--- src/hdl/i2cm_pkg.sv ---
// ----------------------------------------------------------------------------
// i2cm_pkg
// Types and codes shared by the I2C master byte engine.
// ----------------------------------------------------------------------------
package i2cm_pkg;

  localparam logic [2:0] OP_IDLE     = 3'd0;
  localparam logic [2:0] OP_START    = 3'd1;
  localparam logic [2:0] OP_STOP     = 3'd2;
  localparam logic [2:0] OP_WRITE    = 3'd3;
  localparam logic [2:0] OP_READ_ACK = 3'd4;
  localparam logic [2:0] OP_READ_NAK = 3'd5;

  localparam logic [3:0]  BYTE_BITS   = 4'd8;
  localparam logic [15:0] DELAY_RESET = 16'd4;

  typedef struct packed {
    logic [2:0] action;
    logic [7:0] tx_byte;
    logic       sda_in;
  } in_item_t;

  typedef struct packed {
    logic [2:0] op;
    logic [7:0] tx_byte;
    logic       sda_in;
  } cmd_t;

  typedef struct packed {
    logic       scl_out;
    logic       sda_out;
    logic       busy_res;
    logic       done_res;
    logic [7:0] rx_byte;
    logic       ack_bit;
  } out_item_t;

endpackage

--- src/hdl/i2cm_fifo.sv ---
// ----------------------------------------------------------------------------
// i2cm_fifo
// Small synchronous queue, power-of-two depth, head shown while not empty.
// ----------------------------------------------------------------------------
module i2cm_fifo #(
  parameter int WIDTH = 12,
  parameter int DEPTH = 4
) (
  input  logic             clk,
  input  logic             rst,
  input  logic             push,
  input  logic [WIDTH-1:0] wr_data,
  output logic             full,
  input  logic             pop,
  output logic [WIDTH-1:0] rd_data,
  output logic             empty
);

  localparam int AW = $clog2(DEPTH);
  localparam int CW = $clog2(DEPTH + 1);

  logic [WIDTH-1:0] mem [DEPTH];
  logic [AW-1:0]    wr_ptr;
  logic [AW-1:0]    rd_ptr;
  logic [CW-1:0]    count;
  logic             do_push;
  logic             do_pop;

  assign full    = (count == CW'(DEPTH));
  assign empty   = (count == '0);
  assign do_push = push && !full;
  assign do_pop  = pop && !empty;
  assign rd_data = mem[rd_ptr];

  always_ff @(posedge clk) begin
    if (do_push) begin
      mem[wr_ptr] <= wr_data;
    end
  end

  always_ff @(posedge clk) begin
    if (rst) begin
      wr_ptr <= '0;
      rd_ptr <= '0;
      count  <= '0;
    end else begin
      if (do_push) begin
        wr_ptr <= wr_ptr + AW'(1);
      end
      if (do_pop) begin
        rd_ptr <= rd_ptr + AW'(1);
      end
      if (do_push && !do_pop) begin
        count <= count + CW'(1);
      end else if (do_pop && !do_push) begin
        count <= count - CW'(1);
      end
    end
  end

endmodule

--- src/hdl/i2cm_front.sv ---
// ----------------------------------------------------------------------------
// i2cm_front
// Accepts ticks, decodes the action field and queues them for the engine.
// ----------------------------------------------------------------------------
module i2cm_front #(
  parameter int DEPTH = 4
) (
  input  logic              clk,
  input  logic              rst,
  input  i2cm_pkg::in_item_t command,
  input  logic              push,
  output logic              full,
  output i2cm_pkg::cmd_t    cmd,
  output logic              cmd_valid,
  input  logic              cmd_take
);

  i2cm_pkg::cmd_t decoded;
  logic           cmd_empty;

  always_comb begin
    decoded.tx_byte = command.tx_byte;
    decoded.sda_in  = command.sda_in;
    unique case (command.action) inside
      i2cm_pkg::OP_START, i2cm_pkg::OP_STOP, i2cm_pkg::OP_WRITE,
      i2cm_pkg::OP_READ_ACK, i2cm_pkg::OP_READ_NAK: decoded.op = command.action;
      default: decoded.op = i2cm_pkg::OP_IDLE;
    endcase
  end

  i2cm_fifo #(
    .WIDTH ($bits(i2cm_pkg::cmd_t)),
    .DEPTH (DEPTH)
  ) u_cmd_q (
    .clk     (clk),
    .rst     (rst),
    .push    (push),
    .wr_data (decoded),
    .full    (full),
    .pop     (cmd_take),
    .rd_data (cmd),
    .empty   (cmd_empty)
  );

  assign cmd_valid = !cmd_empty;

endmodule

--- src/hdl/i2cm_engine.sv ---
// ----------------------------------------------------------------------------
// i2cm_engine
// Bus sequencer: one queued tick per step, drives SCL/SDA and shifts bytes.
// ----------------------------------------------------------------------------
module i2cm_engine (
  input  logic                clk,
  input  logic                rst,
  input  logic                cfg_wr_en,
  input  logic [15:0]         cfg_wr_data,
  input  i2cm_pkg::cmd_t      cmd,
  input  logic                cmd_valid,
  output logic                cmd_take,
  output i2cm_pkg::out_item_t res,
  output logic                res_push,
  input  logic                res_full
);

  logic [15:0] delay_ticks;
  logic [2:0]  current_op, current_op_next;
  logic [1:0]  phase, phase_next;
  logic [3:0]  bit_index, bit_index_next;
  logic [15:0] tick_count, tick_count_next;
  logic [7:0]  shift_reg, shift_reg_next;
  logic        scl_level, scl_level_next;
  logic        sda_level, sda_level_next;
  logic        ack_reg, ack_reg_next;
  logic [7:0]  rx_hold, rx_hold_next;
  logic        done;
  logic        step;
  logic [15:0] d;
  logic [3:0]  bit_inc;

  assign step     = cmd_valid && !res_full;
  assign cmd_take = step;
  assign res_push = step;
  assign d        = (delay_ticks == '0) ? 16'd1 : delay_ticks;
  assign bit_inc  = bit_index + 4'd1;

  always_comb begin
    current_op_next = current_op;
    phase_next      = phase;
    bit_index_next  = bit_index;
    tick_count_next = tick_count;
    shift_reg_next  = shift_reg;
    scl_level_next  = scl_level;
    sda_level_next  = sda_level;
    ack_reg_next    = ack_reg;
    rx_hold_next    = rx_hold;
    done            = 1'b0;
    if (current_op == i2cm_pkg::OP_IDLE) begin
      if (cmd.op != i2cm_pkg::OP_IDLE) begin
        current_op_next = cmd.op;
        phase_next      = 2'd0;
        bit_index_next  = 4'd0;
        tick_count_next = 16'd1;
        unique case (cmd.op) inside
          i2cm_pkg::OP_START: begin
            scl_level_next = 1'b1;
            sda_level_next = 1'b1;
          end
          i2cm_pkg::OP_STOP: begin
            scl_level_next = 1'b0;
            sda_level_next = 1'b0;
          end
          i2cm_pkg::OP_WRITE: begin
            shift_reg_next = cmd.tx_byte;
            sda_level_next = cmd.tx_byte[7];
          end
          default: begin
            shift_reg_next = 8'd0;
            sda_level_next = 1'b1;
          end
        endcase
      end
    end else if (tick_count >= d) begin
      tick_count_next = 16'd1;
      unique case (current_op) inside
        i2cm_pkg::OP_START: begin
          if (phase == 2'd0) begin
            sda_level_next = 1'b0;
            phase_next     = 2'd1;
          end else begin
            scl_level_next = 1'b0;
            done           = 1'b1;
          end
        end
        i2cm_pkg::OP_STOP: begin
          if (phase == 2'd0) begin
            scl_level_next = 1'b1;
            phase_next     = 2'd1;
          end else if (phase == 2'd1) begin
            sda_level_next = 1'b1;
            phase_next     = 2'd2;
          end else begin
            done = 1'b1;
          end
        end
        i2cm_pkg::OP_WRITE, i2cm_pkg::OP_READ_ACK, i2cm_pkg::OP_READ_NAK: begin
          if (phase == 2'd0) begin
            scl_level_next = 1'b1;
            if (current_op == i2cm_pkg::OP_WRITE) begin
              if (bit_index == i2cm_pkg::BYTE_BITS) begin
                ack_reg_next = cmd.sda_in;
              end
            end else if (bit_index < i2cm_pkg::BYTE_BITS) begin
              shift_reg_next = {shift_reg[6:0], cmd.sda_in};
            end
            phase_next = 2'd1;
          end else begin
            scl_level_next = 1'b0;
            if (bit_index >= i2cm_pkg::BYTE_BITS) begin
              if (current_op != i2cm_pkg::OP_WRITE) begin
                rx_hold_next = shift_reg;
              end
              done = 1'b1;
            end else begin
              bit_index_next = bit_inc;
              if (bit_inc == i2cm_pkg::BYTE_BITS) begin
                sda_level_next = (current_op != i2cm_pkg::OP_READ_ACK);
              end else if (current_op == i2cm_pkg::OP_WRITE) begin
                shift_reg_next = {shift_reg[6:0], 1'b0};
                sda_level_next = shift_reg[6];
              end
              phase_next = 2'd0;
            end
          end
        end
        default: current_op_next = i2cm_pkg::OP_IDLE;
      endcase
      if (done) begin
        current_op_next = i2cm_pkg::OP_IDLE;
        phase_next      = 2'd0;
        bit_index_next  = 4'd0;
        tick_count_next = 16'd0;
      end
    end else begin
      tick_count_next = tick_count + 16'd1;
    end
  end

  always_comb begin
    res.scl_out  = scl_level_next;
    res.sda_out  = sda_level_next;
    res.busy_res = (current_op_next != i2cm_pkg::OP_IDLE);
    res.done_res = done;
    res.rx_byte  = rx_hold_next;
    res.ack_bit  = ack_reg_next;
  end

  always_ff @(posedge clk) begin
    if (rst) begin
      delay_ticks <= i2cm_pkg::DELAY_RESET;
    end else if (cfg_wr_en) begin
      delay_ticks <= cfg_wr_data;
    end
  end

  always_ff @(posedge clk) begin
    if (rst) begin
      current_op <= i2cm_pkg::OP_IDLE;
      phase      <= '0;
      bit_index  <= '0;
      tick_count <= '0;
      shift_reg  <= '0;
      scl_level  <= 1'b1;
      sda_level  <= 1'b1;
      ack_reg    <= 1'b0;
      rx_hold    <= '0;
    end else if (step) begin
      current_op <= current_op_next;
      phase      <= phase_next;
      bit_index  <= bit_index_next;
      tick_count <= tick_count_next;
      shift_reg  <= shift_reg_next;
      scl_level  <= scl_level_next;
      sda_level  <= sda_level_next;
      ack_reg    <= ack_reg_next;
      rx_hold    <= rx_hold_next;
    end
  end

endmodule

--- src/hdl/i2c_master_byte_engine.sv ---
// Path: an accepted tick goes through the command queue register, then the
// engine step (held while the result queue is full), then the result queue.
// Throughput: one tick per cycle; the engine steps once per cycle while the
// command queue holds a tick and the result queue has room.
// Reset: queues emptied, engine idle with SCL and SDA released, delay 4.
// ----------------------------------------------------------------------------
// i2c_master_byte_engine
// Tick-driven I2C master: start, stop, byte write with ACK, byte read.
// ----------------------------------------------------------------------------
module i2c_master_byte_engine #(
  parameter int CMD_DEPTH = 4,
  parameter int RES_DEPTH = 4
) (
  input  logic                clk,
  input  logic                rst,
  input  logic                cfg_wr_en,
  input  logic [15:0]         cfg_wr_data,
  input  i2cm_pkg::in_item_t  command,
  input  logic                push,
  output logic                full,
  output i2cm_pkg::out_item_t result,
  output logic                empty,
  input  logic                pop
);

  i2cm_pkg::cmd_t      cmd;
  logic                cmd_valid;
  logic                cmd_take;
  i2cm_pkg::out_item_t res;
  logic                res_push;
  logic                res_full;

  i2cm_front #(
    .DEPTH (CMD_DEPTH)
  ) u_front (
    .clk       (clk),
    .rst       (rst),
    .command   (command),
    .push      (push),
    .full      (full),
    .cmd       (cmd),
    .cmd_valid (cmd_valid),
    .cmd_take  (cmd_take)
  );

  i2cm_engine u_engine (
    .clk         (clk),
    .rst         (rst),
    .cfg_wr_en   (cfg_wr_en),
    .cfg_wr_data (cfg_wr_data),
    .cmd         (cmd),
    .cmd_valid   (cmd_valid),
    .cmd_take    (cmd_take),
    .res         (res),
    .res_push    (res_push),
    .res_full    (res_full)
  );

  i2cm_fifo #(
    .WIDTH ($bits(i2cm_pkg::out_item_t)),
    .DEPTH (RES_DEPTH)
  ) u_res_q (
    .clk     (clk),
    .rst     (rst),
    .push    (res_push),
    .wr_data (res),
    .full    (res_full),
    .pop     (pop),
    .rd_data (result),
    .empty   (empty)
  );

endmodule
--- config.mk ---
export PLATFORM = sky130hd
export DESIGN_NAME = i2c_master_byte_engine
export DESIGN_NICKNAME = d
export VERILOG_FILES = /design/src/hdl/i2cm_pkg.sv /design/src/hdl/i2cm_fifo.sv /design/src/hdl/i2cm_front.sv /design/src/hdl/i2cm_engine.sv /design/src/hdl/i2c_master_byte_engine.sv
export SDC_FILE = /design/constraint.sdc
export NUM_CORES = 1
export LEC_CHECK = 0
export ABC_AREA = 1
export BUFFER_PORTS_ARGS = -buffer_cell sky130_fd_sc_hd__buf_4
export CAP_MARGIN = 5
export CORE_MARGIN = 2
export CORE_UTILIZATION = 55
export CTS_BUF_LIST = sky130_fd_sc_hd__clkbuf_8
export DETAILED_ROUTE_END_ITERATION = 7
export PLACE_DENSITY = 0.73
export SLEW_MARGIN = 0
export SYNTH_ARGS = -nofsm -noshare
export SYNTH_HDL_FRONTEND = slang
export SYNTH_SLANG_ARGS = --single-unit
--- constraint.sdc ---
create_clock -name clk -period 3.83 [get_ports clk]
set_input_delay 0.5745 -clock clk [delete_from_list [all_inputs] [get_ports clk]]
set_output_delay 0.5745 -clock clk [all_outputs]
set_load 0.01 [all_outputs]
==> results_dict.tcl <==
set metrics [dict create \
    min_from "command[0]" \
    clkSlewWorstSetupHoldPaths_ns 0.09 \
    htreeDepth 4 \
    critical_path.most_common_cell "nand2_1" \
    synth_flop_cell "edfxtp_1" \
    synth_top_area_share_pct 36.1 \
    crit_type "reg -> reg" \
    reg2reg_slack_ns 1.10 \
    clk_path_buf_depth 2 \
    synth.largest_area_cell "edfxtp_1" \
    hpwl_mm 11.4 \
    grt_max_degree 31 \
    netlist-cell-type-count 44 \
    cp_slowest_stage_delay_ns 0.32 \
    peakVddDrop_v 0.000536 \
    syn_area_um2 8320 \
    io_buffers 47 \
    place_congestion 0.904 \
    fin_hold_ws_ns 0.309 \
    critPathLaunchType "flop" \
    coreArea_um2 14600 \
    drc 0 \
    cp.required_ns 4.21 \
    critPathArrivalTime_ns 3.11 \
    async_flop_share_pct 0 \
    crit_path_start "u_engine.delay_ticks[12]$_SDFFE_PP0P_" \
    die-height_um 127 \
    row_count 44 \
    nets 1034 \
    grt_pass1_wl_mm 26.7 \
    worstReg2RegStart "u_engine.delay_ticks[12]$_SDFFE_PP0P_" \
    io_pins 48 \
    fin_ws_ns 1.10 \
    synthTopCellsByArea "edfxtp_1 36%, dfxtp_1 19%, o21ai_0 7.0%" \
    ys_seq_area_share_pct 54.9 \
    routed_via_density 5.26 \
    status "finished clean" \
    synth_edf_count 100 \
    fmax_ghz 0.366 \
    finalHoldViolCount 0 \
    numCtsBuffers 17 \
    crit_chain "nor4_1 -> nand3_1 -> o41ai_1 -> ha_1 -> inv_1 -> nand2_1 -> nand2_1 -> nand2_1 -> nand2_1 -> nand2_1 -> nand2_1 -> nand2_1 -> nand3_2 -> nor2_1 -> inv_2 -> nand2_4 -> nand2_2 -> nor3b_1" \
    ff2ff_path_depth 18 \
    grt_pass1_vias 5641 \
    initial_core_util_pct 56.8 \
    ant_nets 0 \
    cts_tree "done" \
    cap_violations 0 \
    detailedPlace.worstSlack_ns 1.08 \
    regMostFlops "u_res_q.mem" \
    insertedDiodeCount 0 \
    endpoint_kind "flop" \
    fillers 1268 \
    yosys_warnings 0 \
    cts_resized 0 \
    register_area_um2 4560 \
    areaGrowthSynthToFinish_pct 10.6 \
    crit_slowest_cell "dfxtp_1" \
    wl_per_cell_um 14.0 \
    hold_buffers 0 \
    worstReg2RegEnd "u_engine.tick_count[7]$_SDFFE_PP0P_" \
    wl_mm 16.3 \
    num_vias 6123 \
    drive_gt1_share_pct 13.1 \
    synth_seq_cells 178 \
    drv_slew 0 \
    first_pass_iters 5 \
    crit_fanout 11 \
    rsz0062_at_grt "no" \
    synth_nets 989 \
    max-slew-margin-rel_pct 51.6 \
    cts_setup_buffers 0 \
    worst_pin_slew_ns 0.725 \
    top_regs "u_res_q.mem x52, u_front.u_cmd_q.mem x48" \
    grt-ovfl-total 0 \
    min_path_type "in -> reg" \
    period_share_pct 71.3 \
    cts.sinks 178 \
    whs_path_depth 1 \
    total_leakage_power_nw 3.70 \
    period_minus_slack_ns 2.73 \
    drtIter0Drc 332 \
    tns_ns 0 \
    clock_latency_ns 0.46 \
    largest_reg_flops 52 \
    clock_skew_ns 0.0124 \
    postSynthCellCount 923 \
    cellPowerDensity_nw_per_um2 702 \
    synth.avg_cell_area_um2 9.01 \
    die_w_um 127 \
    antenna_found_initial 0 \
    hold_path_end "u_front.u_cmd_q.mem[1][0]$_DFFE_PP_" \
    cts_root_buf "clkbuf_8" \
    finalSetupViolations 0 \
    groute.usage.overall_pct 21.0 \
    dieArea_um2 16100 \
    multi_input_area_um2 3120 \
]
==> where the power goes <==
part / switching (mW) / total [mW] / internal (mW)
combinational: 1.63 / 2.45 / 0.816
sequential: 0.230 / 2.76 / 2.53
clock: 0.670 / 1.26 / 0.587
==> kinds of logic after synthesis <==
| kind of cell | after synthesis | synth area share (%) |
|---|---|---|
| adder cells (fa/ha/maj) | 33 | 5.14 |
| AO/OA/AOI/OAI | 220 | 14.3 |
| AND/OR/NAND/NOR | 335 | 17.5 |
| buffers and inverters | 152 | 7.63 |
| flip-flops | 178 | 54.9 |
| XOR/XNOR | 5 | 0.526 |
==> worst max-delay path, delay by kind of cell (launching register included) <==
family	cells	cell delay (ns)
adder cells (fa/ha/maj)	1	0.20
AND/OR/NAND/NOR	14	1.70
AO/OA/AOI/OAI	1	0.27
buffers and inverters	2	0.17
flip-flops	1	0.32
==> metal layers <==
metal / share of wire, % / up-vias / GRT usage, %
li1: - / 3189 / -
met1: 48 / 2800 / 28.7
met2: 46 / 116 / 33.9
met3: 4.6 / 18 / 4.06
met4: 1.3 / 0 / 7.11
met5: 0 / - / 0
==> metrics by stage <==
step	utilization, %	power, mW	instance area (µm²)	std cells
2_1_floorplan	-	4.57	8320	923
3_3_place_gp	60.2	5.20	8820	1133
3_5_place_dp	60.2	5.26	8820	1133
4_1_cts	62.9	6.51	9200	1164
5_1_grt	62.9	6.98	9200	1164
6_report	62.9	6.46	9200	1164
==> layout make-up <==
type / instances / area share [%]
multi-input cells: 593 / 33.9
inverters: 118 / 4.89
repair buffers: 60 / 4.89
well taps: 184 / 2.50
flip-flops and latches: 178 / 49.6
clock inverters: 14 / 1.67
clock buffers: 17 / 2.54
==> cells in the mapped netlist (2+ instances only) <==
master / number
dfxtp_1: 78
xor2_1: 5
a22oi_1: 2
o21bai_1: 2
edfxtp_1: 100
fa_1: 2
nor3_1: 10
clkbuf_1: 22
nor2_2: 4
buf_6: 6
buf_4: 2
nand4_1: 5
nand2_1: 130
nor3_2: 3
nor4_1: 3
inv_4: 3
a21oi_1: 55
a21oi_2: 6
nand3_2: 4
or2_1: 2
nand2_2: 6
ha_1: 31
inv_2: 8
buf_2: 3
inv_1: 107
nor2_1: 121
o21ai_1: 10
o21ai_0: 117
nand3_1: 41
o22ai_1: 21
==> how the worst max path moves through the flow <==
stage / endpoint / cells after the start
finish: u_engine.tick_count[7]$_SDFFE_PP0P_ / 18
global placement: u_engine.tick_count[7]$_SDFFE_PP0P_ / 18
CTS: u_engine.tick_count[7]$_SDFFE_PP0P_ / 18
detailed placement: u_engine.tick_count[7]$_SDFFE_PP0P_ / 18
floorplan: u_engine.rx_hold[0]$_SDFFE_PP0P_ / 18
global route: u_engine.rx_hold[7]$_SDFFE_PP0P_ / 18
==> cell usage in the layout, fill, tap and decap left out, drive strengths merged, types with 2 or more instances in the layout <==
| cell | n |
|---|---|
| a21oi | 61 |
| a22oi | 2 |
| buf | 60 |
| bufinv | 2 |
| clkbuf | 17 |
| clkinv | 3 |
| clkinvlp | 2 |
| dfxtp | 78 |
| edfxtp | 100 |
| fa | 2 |
| ha | 31 |
| inv | 125 |
| nand2 | 137 |
| nand3 | 46 |
| nand4 | 5 |
| nor2 | 125 |
| nor3 | 13 |
| nor4 | 4 |
| o21ai | 128 |
| o21bai | 2 |
| o22ai | 21 |
| or2 | 2 |
| xor2 | 5 |
No activity file was read; power rests on OpenSTA's default activity.
